### src/rtl/smf_pkg.sv
// Shared types and constants for the substring match finder.
// Used by the channel interfaces, the window cell and the top level; no dependencies.
package smf_pkg;

  localparam int unsigned BYTE_W     = 8;
  localparam int unsigned CFG_DATA_W = 64;
  localparam int unsigned CFG_IDX_W  = 1;
  localparam int unsigned LEN_W      = 4;

  // Configuration register indexes.
  localparam logic [CFG_IDX_W-1:0] CFG_PATTERN_BYTES  = 1'b0;
  localparam logic [CFG_IDX_W-1:0] CFG_PATTERN_LENGTH = 1'b1;

  localparam logic [LEN_W-1:0] LEN_RESET = 4'd1;

  // Per-cycle control broadcast to every window cell.
  typedef struct packed {
    logic shift;
    logic clear;
  } cell_ctrl_t;

endpackage

### src/rtl/smf_if.sv
// Valid/ready channel interfaces for the text input and the match output.
// Depends on smf_pkg for the byte width.
interface smf_in_if;
  logic                         valid;
  logic                         ready;
  logic [smf_pkg::BYTE_W-1:0]   text_byte;
  logic                         is_last;

  modport source (output valid, output text_byte, output is_last, input ready);
  modport sink   (input valid, input text_byte, input is_last, output ready);
endinterface

interface smf_out_if #(
  parameter int unsigned POS_W = 13
);
  logic             valid;
  logic             ready;
  logic [POS_W-1:0] match_position;

  modport source (output valid, output match_position, input ready);
  modport sink   (input valid, input match_position, output ready);
endinterface

### src/rtl/substring_match_finder.sv
// Top level of the streaming substring match finder.
// Depends on smf_pkg, smf_in_if / smf_out_if and smf_cell.

// The block takes one text byte per cycle and reports the 1-based start
// position of every full match of the configured pattern (1 to PATTERN_MAX
// bytes, overlapping matches included), registered when the matching byte
// is transferred. Throughput is one byte per clock: the match decision is a
// parallel byte compare across the row of window cells feeding one AND, and
// the result lands in an output register backed by one skid entry, so input
// keeps flowing while a match waits to be taken; input stalls only when both
// entries are full. A byte flagged is_last is searched like any other and then
// clears the window and the position counter. Once TEXT_MAX bytes of one text
// have been taken, further bytes are consumed without being counted or
// searched until the last byte. A pattern_length of zero acts as one and one
// above PATTERN_MAX acts as PATTERN_MAX. Configuration must be written while
// the block is idle; the block itself does not enforce it. No reset sweep.
module substring_match_finder #(
  parameter int unsigned PATTERN_MAX = 8,
  parameter int unsigned TEXT_MAX    = 4096
) (
  input  logic                              clk,
  input  logic                              rst_n,
  smf_in_if.sink                            in_chan,
  smf_out_if.source                         out_chan,
  input  logic                              cfg_we,
  input  logic [smf_pkg::CFG_IDX_W-1:0]     cfg_index,
  input  logic [smf_pkg::CFG_DATA_W-1:0]    cfg_data
);

  localparam int unsigned CNT_W = $clog2(TEXT_MAX + 1);
  localparam int unsigned BW    = smf_pkg::BYTE_W;
  localparam int unsigned SEL_W = (PATTERN_MAX > 1) ? $clog2(PATTERN_MAX) : 1;

  // Configuration registers.
  logic [smf_pkg::CFG_DATA_W-1:0] pattern_r;
  logic [smf_pkg::LEN_W-1:0]      length_r;

  always_ff @(posedge clk) begin
    if (!rst_n) begin
      pattern_r <= '0;
      length_r  <= smf_pkg::LEN_RESET;
    end else if (cfg_we) begin
      case (cfg_index)
        smf_pkg::CFG_PATTERN_BYTES:  pattern_r <= cfg_data;
        smf_pkg::CFG_PATTERN_LENGTH: length_r  <= cfg_data[smf_pkg::LEN_W-1:0];
        default: ;
      endcase
    end
  end

  // Clamp the length into the supported range.
  logic [smf_pkg::LEN_W-1:0] len_eff;

  always_comb begin
    len_eff = length_r;
    if (length_r == '0) begin
      len_eff = smf_pkg::LEN_RESET;
    end else if (length_r > smf_pkg::LEN_W'(PATTERN_MAX)) begin
      len_eff = smf_pkg::LEN_W'(PATTERN_MAX);
    end
  end

  // Handshake and per-text byte counter.
  logic             fire;
  logic [CNT_W-1:0] seen_r;
  logic [CNT_W-1:0] seen_nxt;
  logic [CNT_W-1:0] seen_inc;
  logic             below_max;
  logic             skid_valid_r;

  assign in_chan.ready = !skid_valid_r;
  assign fire          = in_chan.valid && in_chan.ready;
  assign below_max     = seen_r < CNT_W'(TEXT_MAX);
  assign seen_inc      = seen_r + CNT_W'(1);

  always_comb begin
    seen_nxt = seen_r;
    if (fire) begin
      if (in_chan.is_last) begin
        seen_nxt = '0;
      end else if (below_max) begin
        seen_nxt = seen_inc;
      end
    end
  end

  always_ff @(posedge clk) begin
    if (!rst_n) begin
      seen_r <= '0;
    end else begin
      seen_r <= seen_nxt;
    end
  end

  // Row of window cells. Cell j takes in the byte taken j transfers ago and
  // checks it against pattern byte len-1-j; cells at or beyond the length
  // are don't-care.
  smf_pkg::cell_ctrl_t   cell_ctrl;
  logic [BW-1:0]         win      [PATTERN_MAX];
  logic [PATTERN_MAX-1:0] cell_ok;

  assign cell_ctrl.shift = fire && below_max;
  assign cell_ctrl.clear = fire && in_chan.is_last;

  for (genvar j = 0; j < PATTERN_MAX; j++) begin : g_cell
    logic [BW-1:0]             cin;
    logic [BW-1:0]             want;
    logic                      care;
    logic [smf_pkg::LEN_W-1:0] idx;

    if (j == 0) begin : g_head
      assign cin = in_chan.text_byte;
    end else begin : g_body
      assign cin = win[j-1];
    end

    assign care = smf_pkg::LEN_W'(j) < len_eff;
    assign idx  = len_eff - smf_pkg::LEN_W'(1) - smf_pkg::LEN_W'(j);
    assign want = pattern_r[idx[SEL_W-1:0]*BW +: BW];

    smf_cell u_cell (
      .clk      (clk),
      .rst_n    (rst_n),
      .ctrl     (cell_ctrl),
      .data_in  (cin),
      .want     (want),
      .care     (care),
      .data_out (win[j]),
      .ok       (cell_ok[j])
    );
  end

  // Match decision and start position for the byte being transferred.
  logic             hit;
  logic [CNT_W-1:0] hit_pos;

  assign hit     = cell_ctrl.shift && (seen_inc >= CNT_W'(len_eff)) && (&cell_ok);
  assign hit_pos = seen_inc - CNT_W'(len_eff) + CNT_W'(1);

  // Output register with one skid entry behind it.
  logic             out_valid_r;
  logic [CNT_W-1:0] out_pos_r;
  logic [CNT_W-1:0] skid_pos_r;
  logic             pop;

  assign pop = out_valid_r && out_chan.ready;

  always_ff @(posedge clk) begin
    if (!rst_n) begin
      out_valid_r  <= 1'b0;
      skid_valid_r <= 1'b0;
    end else if (skid_valid_r) begin
      // Input is stalled here, so no new match can arrive.
      if (pop) begin
        skid_valid_r <= 1'b0;
      end
    end else if (hit) begin
      if (!out_valid_r || pop) begin
        out_valid_r <= 1'b1;
      end else begin
        skid_valid_r <= 1'b1;
      end
    end else if (pop) begin
      out_valid_r <= 1'b0;
    end
  end

  always_ff @(posedge clk) begin
    if (skid_valid_r) begin
      if (pop) begin
        out_pos_r <= skid_pos_r;
      end
    end else if (hit) begin
      if (!out_valid_r || pop) begin
        out_pos_r <= hit_pos;
      end else begin
        skid_pos_r <= hit_pos;
      end
    end
  end

  assign out_chan.valid          = out_valid_r;
  assign out_chan.match_position = out_pos_r;

endmodule

### src/rtl/smf_cell.sv
// One window cell: holds a text byte, passes it to its neighbor on a shift
// and compares the incoming byte with its pattern byte. Depends on smf_pkg.
module smf_cell (
  input  logic                        clk,
  input  logic                        rst_n,
  input  smf_pkg::cell_ctrl_t         ctrl,
  input  logic [smf_pkg::BYTE_W-1:0]  data_in,
  input  logic [smf_pkg::BYTE_W-1:0]  want,
  input  logic                        care,
  output logic [smf_pkg::BYTE_W-1:0]  data_out,
  output logic                        ok
);

  logic [smf_pkg::BYTE_W-1:0] byte_r;
  logic [smf_pkg::BYTE_W-1:0] byte_nxt;

  always_comb begin
    byte_nxt = byte_r;
    if (ctrl.clear) begin
      byte_nxt = '0;
    end else if (ctrl.shift) begin
      byte_nxt = data_in;
    end
  end

  always_ff @(posedge clk) begin
    if (!rst_n) begin
      byte_r <= '0;
    end else begin
      byte_r <= byte_nxt;
    end
  end

  // The compare looks at the byte this cell takes in on the current shift.
  assign ok       = !care || (data_in == want);
  assign data_out = byte_r;

endmodule
### src/flat_wrapper.sv
// flat-port wrapper written by rule: the top's interface ports become plain ports
module substring_match_finder_flat 
#(
  parameter int unsigned PATTERN_MAX = 8,
  parameter int unsigned TEXT_MAX    = 4096
)
  (clk, rst_n, cfg_we, cfg_index, cfg_data, in_chan_valid, in_chan_text_byte, in_chan_is_last, in_chan_ready, out_chan_valid, out_chan_match_position, out_chan_ready);
  smf_in_if in_chan_i ();
  smf_out_if out_chan_i ();
  input  logic clk;
  input  logic rst_n;
  input  logic cfg_we;
  input  logic [smf_pkg::CFG_IDX_W-1:0] cfg_index;
  input  logic [smf_pkg::CFG_DATA_W-1:0] cfg_data;
  input wire logic [$bits(in_chan_i.valid)-1:0] in_chan_valid;
  input wire logic [$bits(in_chan_i.text_byte)-1:0] in_chan_text_byte;
  input wire logic [$bits(in_chan_i.is_last)-1:0] in_chan_is_last;
  output wire logic [$bits(in_chan_i.ready)-1:0] in_chan_ready;
  output wire logic [$bits(out_chan_i.valid)-1:0] out_chan_valid;
  output wire logic [$bits(out_chan_i.match_position)-1:0] out_chan_match_position;
  input wire logic [$bits(out_chan_i.ready)-1:0] out_chan_ready;
  assign in_chan_i.valid = in_chan_valid;
  assign in_chan_i.text_byte = in_chan_text_byte;
  assign in_chan_i.is_last = in_chan_is_last;
  assign in_chan_ready = in_chan_i.ready;
  assign out_chan_valid = out_chan_i.valid;
  assign out_chan_match_position = out_chan_i.match_position;
  assign out_chan_i.ready = out_chan_ready;
  substring_match_finder #(.PATTERN_MAX(PATTERN_MAX), .TEXT_MAX(TEXT_MAX)) u_core (.clk(clk), .rst_n(rst_n), .in_chan(in_chan_i), .out_chan(out_chan_i), .cfg_we(cfg_we), .cfg_index(cfg_index), .cfg_data(cfg_data));
endmodule
### config.mk
export PLATFORM = sky130hd
export DESIGN_NAME = substring_match_finder_flat
export DESIGN_NICKNAME = d
export VERILOG_FILES = /design/src/rtl/smf_pkg.sv /design/src/rtl/smf_if.sv /design/src/rtl/substring_match_finder.sv /design/src/rtl/smf_cell.sv /design/src/flat_wrapper.sv
export SDC_FILE = /design/constraint.sdc
export NUM_CORES = 1
export LEC_CHECK = 0
export BUFFER_PORTS_ARGS = -buffer_cell sky130_fd_sc_hd__buf_2
export CORE_UTILIZATION = 30
export DETAILED_ROUTE_END_ITERATION = 16
export PLACE_DENSITY = 0.48
export SYNTH_ARGS = -nofsm -noshare
export SYNTH_HDL_FRONTEND = slang
export SYNTH_SLANG_ARGS = --single-unit
### constraint.sdc
create_clock -name clk -period 5.9 [get_ports clk]
set_input_delay 0.885 -clock clk [delete_from_list [all_inputs] [get_ports clk]]
set_output_delay 0.885 -clock clk [all_outputs]
set_load 0.005 [all_outputs]
After elaboration in Yosys (flattened, before gate mapping)
Cells that the tools add are included.
{"block": "word_totals", "out_inout_bits": 15, "input_bits": 79, "elab_cells": 111, "ff_bits": 165}
{"block": "op_classes", "n_reduce_logical": 38, "shift": 8, "n_lt_le_gt_ge": 11, "n_eq_ne": 10, "addsub": 11, "n_mux": 15, "bitwise_logic": 4}
{"operator": "64-bit by 7-bit variable part select with 8-bit output", "count": 8}
{"operator": "13-bit two-way mux", "count": 6}
{"operator": "8-bit == test", "count": 8}
{"operator": "13-bit by 1-bit adder with 13-bit output (second input constant)", "count": 2}
{"operator": "3-bit by 4-bit less-than comparator with 1-bit output (first input constant)", "count": 4}
{"operator": "13-bit by 4-bit greater-or-equal comparator with 1-bit output", "count": 1}
{"operator": "13-bit less-than comparator (second input constant)", "count": 1}
{"operator": "13-bit by 4-bit subtractor with 13-bit output", "count": 1}
{"operator": "3-bit subtractor (second input constant)", "count": 4}
{"operator": "1-bit logical NOT", "count": 10}
{"operator": "1-bit logical OR", "count": 9}
{"operator": "3-bit AND reduction", "count": 3}
{"operator": "1-bit by 4-bit less-than comparator with 1-bit output (first input constant)", "count": 2}
{"operator": "2-bit by 4-bit less-than comparator with 1-bit output (first input constant)", "count": 2}
{"operator": "4-bit two-way mux", "count": 2}
{"operator": "8-bit AND reduction", "count": 1}
{"operator": "2-bit nonzero test", "count": 4}
{"operator": "1-bit two-way mux", "count": 7}
{"operator": "1-bit logical AND", "count": 6}
{"operator": "2-bit AND reduction", "count": 3}
{"operator": "3-bit by 1-bit subtractor with 3-bit output (second input constant)", "count": 2}
{"operator": "3-bit by 2-bit subtractor with 3-bit output (second input constant)", "count": 2}
{"operator": "4-bit greater-than comparator (second input constant)", "count": 1}
{"operator": "4-bit logical NOT", "count": 1}
{"operator": "3 further kinds", "count": 7}

Logic depth before layout (Yosys ltp)
{"block": "depth", "ltp_word": 12, "ltp_mapped": 22}

By module
From an unflattened synthesis, not the netlist that was laid out.
{"block": "hier_totals", "cells_unflattened": 1298, "area_unflattened_um2": 10933.0}
{"mod": "substring_match_finder", "cells_each": 994, "seq_area_each_um2": 2442.3, "area_per_inst_um2": 7890.1, "n_inst": 1}
{"mod": "smf_cell", "cells_each": 38, "seq_area_each_um2": 160.2, "area_per_inst_um2": 380.4, "n_inst": 8}

Worst setup path after synthesis
OpenSTA, ideal clock, no wires.
{"block": "synth_timing", "path_kind": "register to register", "startpoint": "reg u_core.length_r[2] in the netlist's numbering", "endpoint": "reg u_core.out_pos_r[0], in the netlist u_core.out_chan.match_position[0] (enable)", "arrival_time_ps": 5214, "period_less_slack_ps": 5620, "required_time_ps": 5494, "stages_incl_launch_ff": 23, "n_path_buf": 8, "path_slack_ps": 280, "path_cell_list": "dfxtp_1 > buf_2 > o21ba_4 > buf_6 > nor2_8 > inv_2 > buf_6 > buf_4 > buf_2 > ha_1 > ha_1 > clkbuf_1 > buf_2 > clkbuf_1 > mux2i_1 > nor2_1 > a211oi_1 > o22ai_1 > xor2_1 > a2111oi_2 > a31o_2 > nand2_1 > a221oi_1"}
{"block": "synth_via", "elab_chain_cells": 12, "elab_cells_between_ends": 58}
{"item": "start, declared", "line": "substring_match_finder.sv:36", "source": "logic [smf_pkg::LEN_W-1:0] length_r;"}
{"item": "start signal, assigned", "line": "substring_match_finder.sv:41", "source": "length_r <= smf_pkg::LEN_RESET;"}
{"item": "start signal, assigned", "line": "substring_match_finder.sv:45", "source": "smf_pkg::CFG_PATTERN_LENGTH: length_r <= cfg_data[smf_pkg::LEN_W-1:0];"}
{"item": "4-bit greater-than comparator", "line": "substring_match_finder.sv:58", "source": "end else if (length_r > smf_pkg::LEN_W'(PATTERN_MAX)) begin"}
{"item": "4-bit two-way mux", "line": "substring_match_finder.sv:58"}
{"item": "4-bit two-way mux *", "line": "substring_match_finder.sv:56", "source": "if (length_r == '0) begin"}
{"item": "3-bit by 1-bit subtractor with 3-bit output", "line": "substring_match_finder.sv:118", "source": "assign idx = len_eff - smf_pkg::LEN_W'(1) - smf_pkg::LEN_W'(j);"}
{"item": "3-bit subtractor (tied with other cells)", "line": "substring_match_finder.sv:118"}
{"item": "64-bit by 7-bit variable part select with 8-bit output", "line": "substring_match_finder.sv:119", "source": "assign want = pattern_r[idx[SEL_W-1:0]*BW +: BW];"}
{"item": "8-bit == test", "line": "smf_cell.sv:35", "source": "assign ok = !care || (data_in == want);"}
{"item": "1-bit logical OR", "line": "smf_cell.sv:35"}
{"item": "8-bit AND reduction", "line": "substring_match_finder.sv:137", "source": "assign hit = cell_ctrl.shift && (seen_inc >= CNT_W'(len_eff)) && (&cell_ok);"}
{"item": "1-bit logical AND *", "line": "substring_match_finder.sv:137"}
{"item": "2-bit nonzero test (no line) *"}
{"item": "3-bit AND reduction (no line) *"}
{"item": "end signal, assigned", "line": "substring_match_finder.sv:171", "source": "out_pos_r <= skid_pos_r;"}
{"item": "end signal, assigned", "line": "substring_match_finder.sv:175", "source": "out_pos_r <= hit_pos;"}
{"item": "end, declared", "line": "substring_match_finder.sv:142", "source": "logic [CNT_W-1:0] out_pos_r;"}
Every way passes the cells marked *; elsewhere a longest branch is shown, timed or not.
A chain may end at the register's enable or synchronous reset.

Worst setup path after layout
{"block": "layout_timing", "startpoint": "reg u_core.length_r[3] in the netlist's numbering", "endpoint": "reg u_core.skid_pos_r[3] (enable)"}
{"block": "layout_via", "elab_chain_cells": 11, "elab_cells_between_ends": 57}
{"item": "4-bit greater-than comparator", "line": "substring_match_finder.sv:58"}
{"item": "4-bit two-way mux", "line": "substring_match_finder.sv:58"}
{"item": "4-bit two-way mux *", "line": "substring_match_finder.sv:56"}
{"item": "3-bit by 1-bit subtractor with 3-bit output", "line": "substring_match_finder.sv:118"}
{"item": "3-bit subtractor (tied with other cells)", "line": "substring_match_finder.sv:118"}
{"item": "64-bit by 7-bit variable part select with 8-bit output", "line": "substring_match_finder.sv:119"}
{"item": "8-bit == test", "line": "smf_cell.sv:35"}
{"item": "1-bit logical OR", "line": "smf_cell.sv:35"}
{"item": "8-bit AND reduction", "line": "substring_match_finder.sv:137"}
{"item": "1-bit logical AND *", "line": "substring_match_finder.sv:137"}
{"item": "3-bit AND reduction (no line) *"}
{"item": "end signal, assigned", "line": "substring_match_finder.sv:177", "source": "skid_pos_r <= hit_pos;"}
{"item": "end, declared", "line": "substring_match_finder.sv:143", "source": "logic [CNT_W-1:0] skid_pos_r;"}
Marked as above.

==> impl_metrics.yaml <==
floorplanning:
  initial_utilization: 0.3053
  fp.dieH_microns: 192.5
  die_area_sq_mm: 0.03705
  core_sq_mm: 0.03566
  num_rows: 69
  boundaryPins: 94
  dieWidth_microns: 192.5
routing:
  detail-route-antenna-nets: 0
  routed_wl_microns: 37790
  drc: 6
  vias: 9886
  avgViaCountPerCell: 5.420
  dr.pass1.iters: 14
  wl_per_cell_microns: 20.72
  drt_iter0_drc: 957
logic_synthesis:
  ys.flop_type: "dfxtp_1"
  synth_compound_area_frac: 0.1816
  synth-edff-count: 26
  synthTopCellsByCount: "nand2_1 (297), a21oi_1 (155), dfxtp_1 (139)"
  ys_top_cells_by_area: "dfxtp_1 (26%), nand2_1 (10%), edfxtp_1 (7.2%)"
  syn_area_per_cell_sq_um: 8.353
  synth_top_area_frac: 0.2557
  ys_seq_elements: 165
  synth_top_area_cell: "dfxtp_1"
  yosysWarningCount: 0
  syn_area_sq_mm: 0.01088
  yosys.area_share.simple: 0.1957
  synthArstFlopShare: 0
  yosysMostFrequentCell: "nand2_1"
  synth_mux_area_frac: 0.1485
  ys_types: 73
  synth-xor-area-share: 0.05955
  ys_seq_area_frac: 0.3274
  syn_inst: 1303
  synth_fp_nets: 1416
  synth_top_family_by_area: "simple AND/OR/NAND/NOR gates"
  synth_fa_ha_area_frac: 0.03977
worst_setup_path:
  path_class: "reg2reg"
  end_kind: "flop"
  cp.arrival_ns: 5.35
  crit_path_start_kind: "flop"
  cp_data_required_time_ns: 6.05
  crit_fanout: 26
  r2r_setup_slack_ns: 0.70
global_routing:
  grt_pass1_vias: 9469
  grt_max_degree: 68
  grt.total_usage: 0.2113
  grt_pass1_wl_microns: 58090
  grt_overflow: 0
  antenna_found_initial: 0
place:
  dp_hpwl_microns: 28840
  io_buffers: 93
  gp_congestion: 0.9691
  place_ws_ns: 0.8197
  post_dp_cell_area_sq_mm: 0.01173
power:
  share_comb_of_total_power: 0.193
  p_sw_frac: 0.3124
  p_per_area_mw_per_mm2: 231.6
  p_leak_nw: 4.627
  p_int_mw: 1.954
  pwr-share-clk: 0.371
  seq_power_share: 0.436
  peakVddDrop_v: 0.0002128
  power_switching_mw: 0.8876
cts:
  cts_resized: 0
  cts_tree: "built"
  clkTransAtPathRegs_ns: 0.07
  cts_htree_levels: 4
  clock_latency_ns: 0.46
  postCtsSetupRepairBufs: 0
  clockRootBuffer: "clkbuf_16"
  clock_path_buffers: 2
  clkSinkCount: 165
  cts_made_buffers: 17
  ctsHoldBuffers: 0
min_path:
  hold_class: "reg2reg"
status:
  violations: "design-rule violations"
  outcome: "finished, violations left"
cells_and_area:
  drive_above_1_share: 0.1541
  fin_area_sq_mm: 0.01227
  final_util: 0.3442
  n_antenna_cell: 0
  area_growth_pct: 12.75
  fin_nets: 1463
job:
  cap_violations: 0
timing:
  slew_viol_final: 0
  timing.fmax_mhz: 192.4
  setup_viol: 0
  fin_crit_sh: 0.8809
  fin_crit_ns: 5.197
  worstMarginPinSlew_ns: 1.153
  fin_worst_skew_ns: 0.01570
  fin_tns_setup_ns: 0
  final-hold-violation-count: 0
  fin_ws_ns: 0.7025
  rsz0062_at_grt: "false"
  slew_headroom: 0.2314
-- layout by cell type, fill, tap and decap left out, types with 5 or more instances in the layout --
cell type and count:
a21o_1 8, buf_4 23, edfxtp_1 26, mux2_2 15, o21ai_0 25, nor2b_1 7
a211oi_1 11, buf_2 93, o22ai_1 7, nor2_1 48, dfxtp_1 139, nand4_1 10
a21oi_1 155, inv_1 29, nor3_1 18, clkbuf_16 17, nand3_1 32, nor4_1 7
xnor2_1 39, mux2i_1 76, or3_1 8, a22oi_1 31, a222oi_1 6, a2111oi_0 9
nand2_1 295, nor3b_1 5, mux4_2 30, and3b_1 9, ha_1 33, a221oi_1 9
nand2b_1 10, xor2_1 35
-- registers in the layout, indices dropped and copies added (netlist names) --
register and count:
u_core.pattern_r 64, u_core.g_cell.u_cell.data_out 56, u_core.out_chan.match_position 13, u_core.seen_r 13, u_core.skid_pos_r 13, u_core.length_r 4
u_core.out_chan.valid 1, u_core.skid_valid_r 1
-- through the flow --
step | std cells | power (mW) | hold slack, ns
after floorplan | 1303 | 1.622 | 0.4481
after global placement | 1792 | 1.806 | 0.4742
after detailed placement | 1792 | 1.805 | 0.4779
after CTS | 1824 | 2.870 | 0.4903
after global routing | 1824 | 2.978 | 0.5068
final | 1824 | 2.842 | 0.4836
-- power groups by stage --
stage	sequential, mW	clock (mW)	combinational, mW
3_5_place_dp	1.26	0	0.544
2_1_floorplan	1.23	0	0.395
6_report	1.24	1.06	0.549
5_1_grt	1.24	1.14	0.600
3_3_place_gp	1.26	0	0.545
4_1_cts	1.24	1.09	0.545
-- worst paths after layout --
path,cells after the start,start,end
worst max-delay path,13,u_core.length_r[3]$_SDFFE_PN0P_,u_core.skid_pos_r[3]$_DFFE_PP_
worst min register to register,2,u_core.g_cell[1].u_cell.data_out[2]$_SDFFE_PP0P_,u_core.g_cell[2].u_cell.data_out[2]$_SDFFE_PP0P_
worst min-delay path,2,u_core.g_cell[1].u_cell.data_out[2]$_SDFFE_PP0P_,u_core.g_cell[2].u_cell.data_out[2]$_SDFFE_PP0P_
worst max register to register,13,u_core.length_r[3]$_SDFFE_PN0P_,u_core.skid_pos_r[3]$_DFFE_PP_
-- area by class of cell --
cell class	instances	area [sq um]
multi-input cells	1017	6827
repair buffers	116	638.1
well taps	461	576.8
clock buffers	19	442.9
inverters	33	126.4
clock inverters	13	97.59
fillers	3788	23380
flip-flops and latches	165	3563
-- layer usage --
metal / wire (microns) / GRT usage / up-vias / share of wire
li1: - / - / 4759 / -
met1: 16550 / 0.2687 / 4704 / 0.44
met2: 17460 / 0.3379 / 336 / 0.46
met3: 1828 / 0.03437 / 87 / 0.048
met4: 1953 / 0.1202 / 0 / 0.052
met5: 0 / 0 / - / 0
-- critical path: stages, from the launching register on --
cell and delay [ns]:
dfxtp_1 0.90, nand2b_1 0.23, inv_2 0.10, ha_1 0.50, and2_0 0.75, a22oi_1 0.17
mux2_2 0.32, o221ai_1 0.10, xor2_1 0.10, nor4_1 0.52, and3_1 0.25, nand4_1 0.24
a2111oi_2 0.44, buf_4 0.27
-- cell families after synthesis --
| family | Yosys count |
|---|---|
| flops | 165 |
| buf+inv | 121 |
| xor+xnor | 74 |
| simple gates | 478 |
| fa+ha+maj | 34 |
| mux | 122 |
| compound gates | 309 |
No activity file was read; power rests on OpenSTA's default activity.
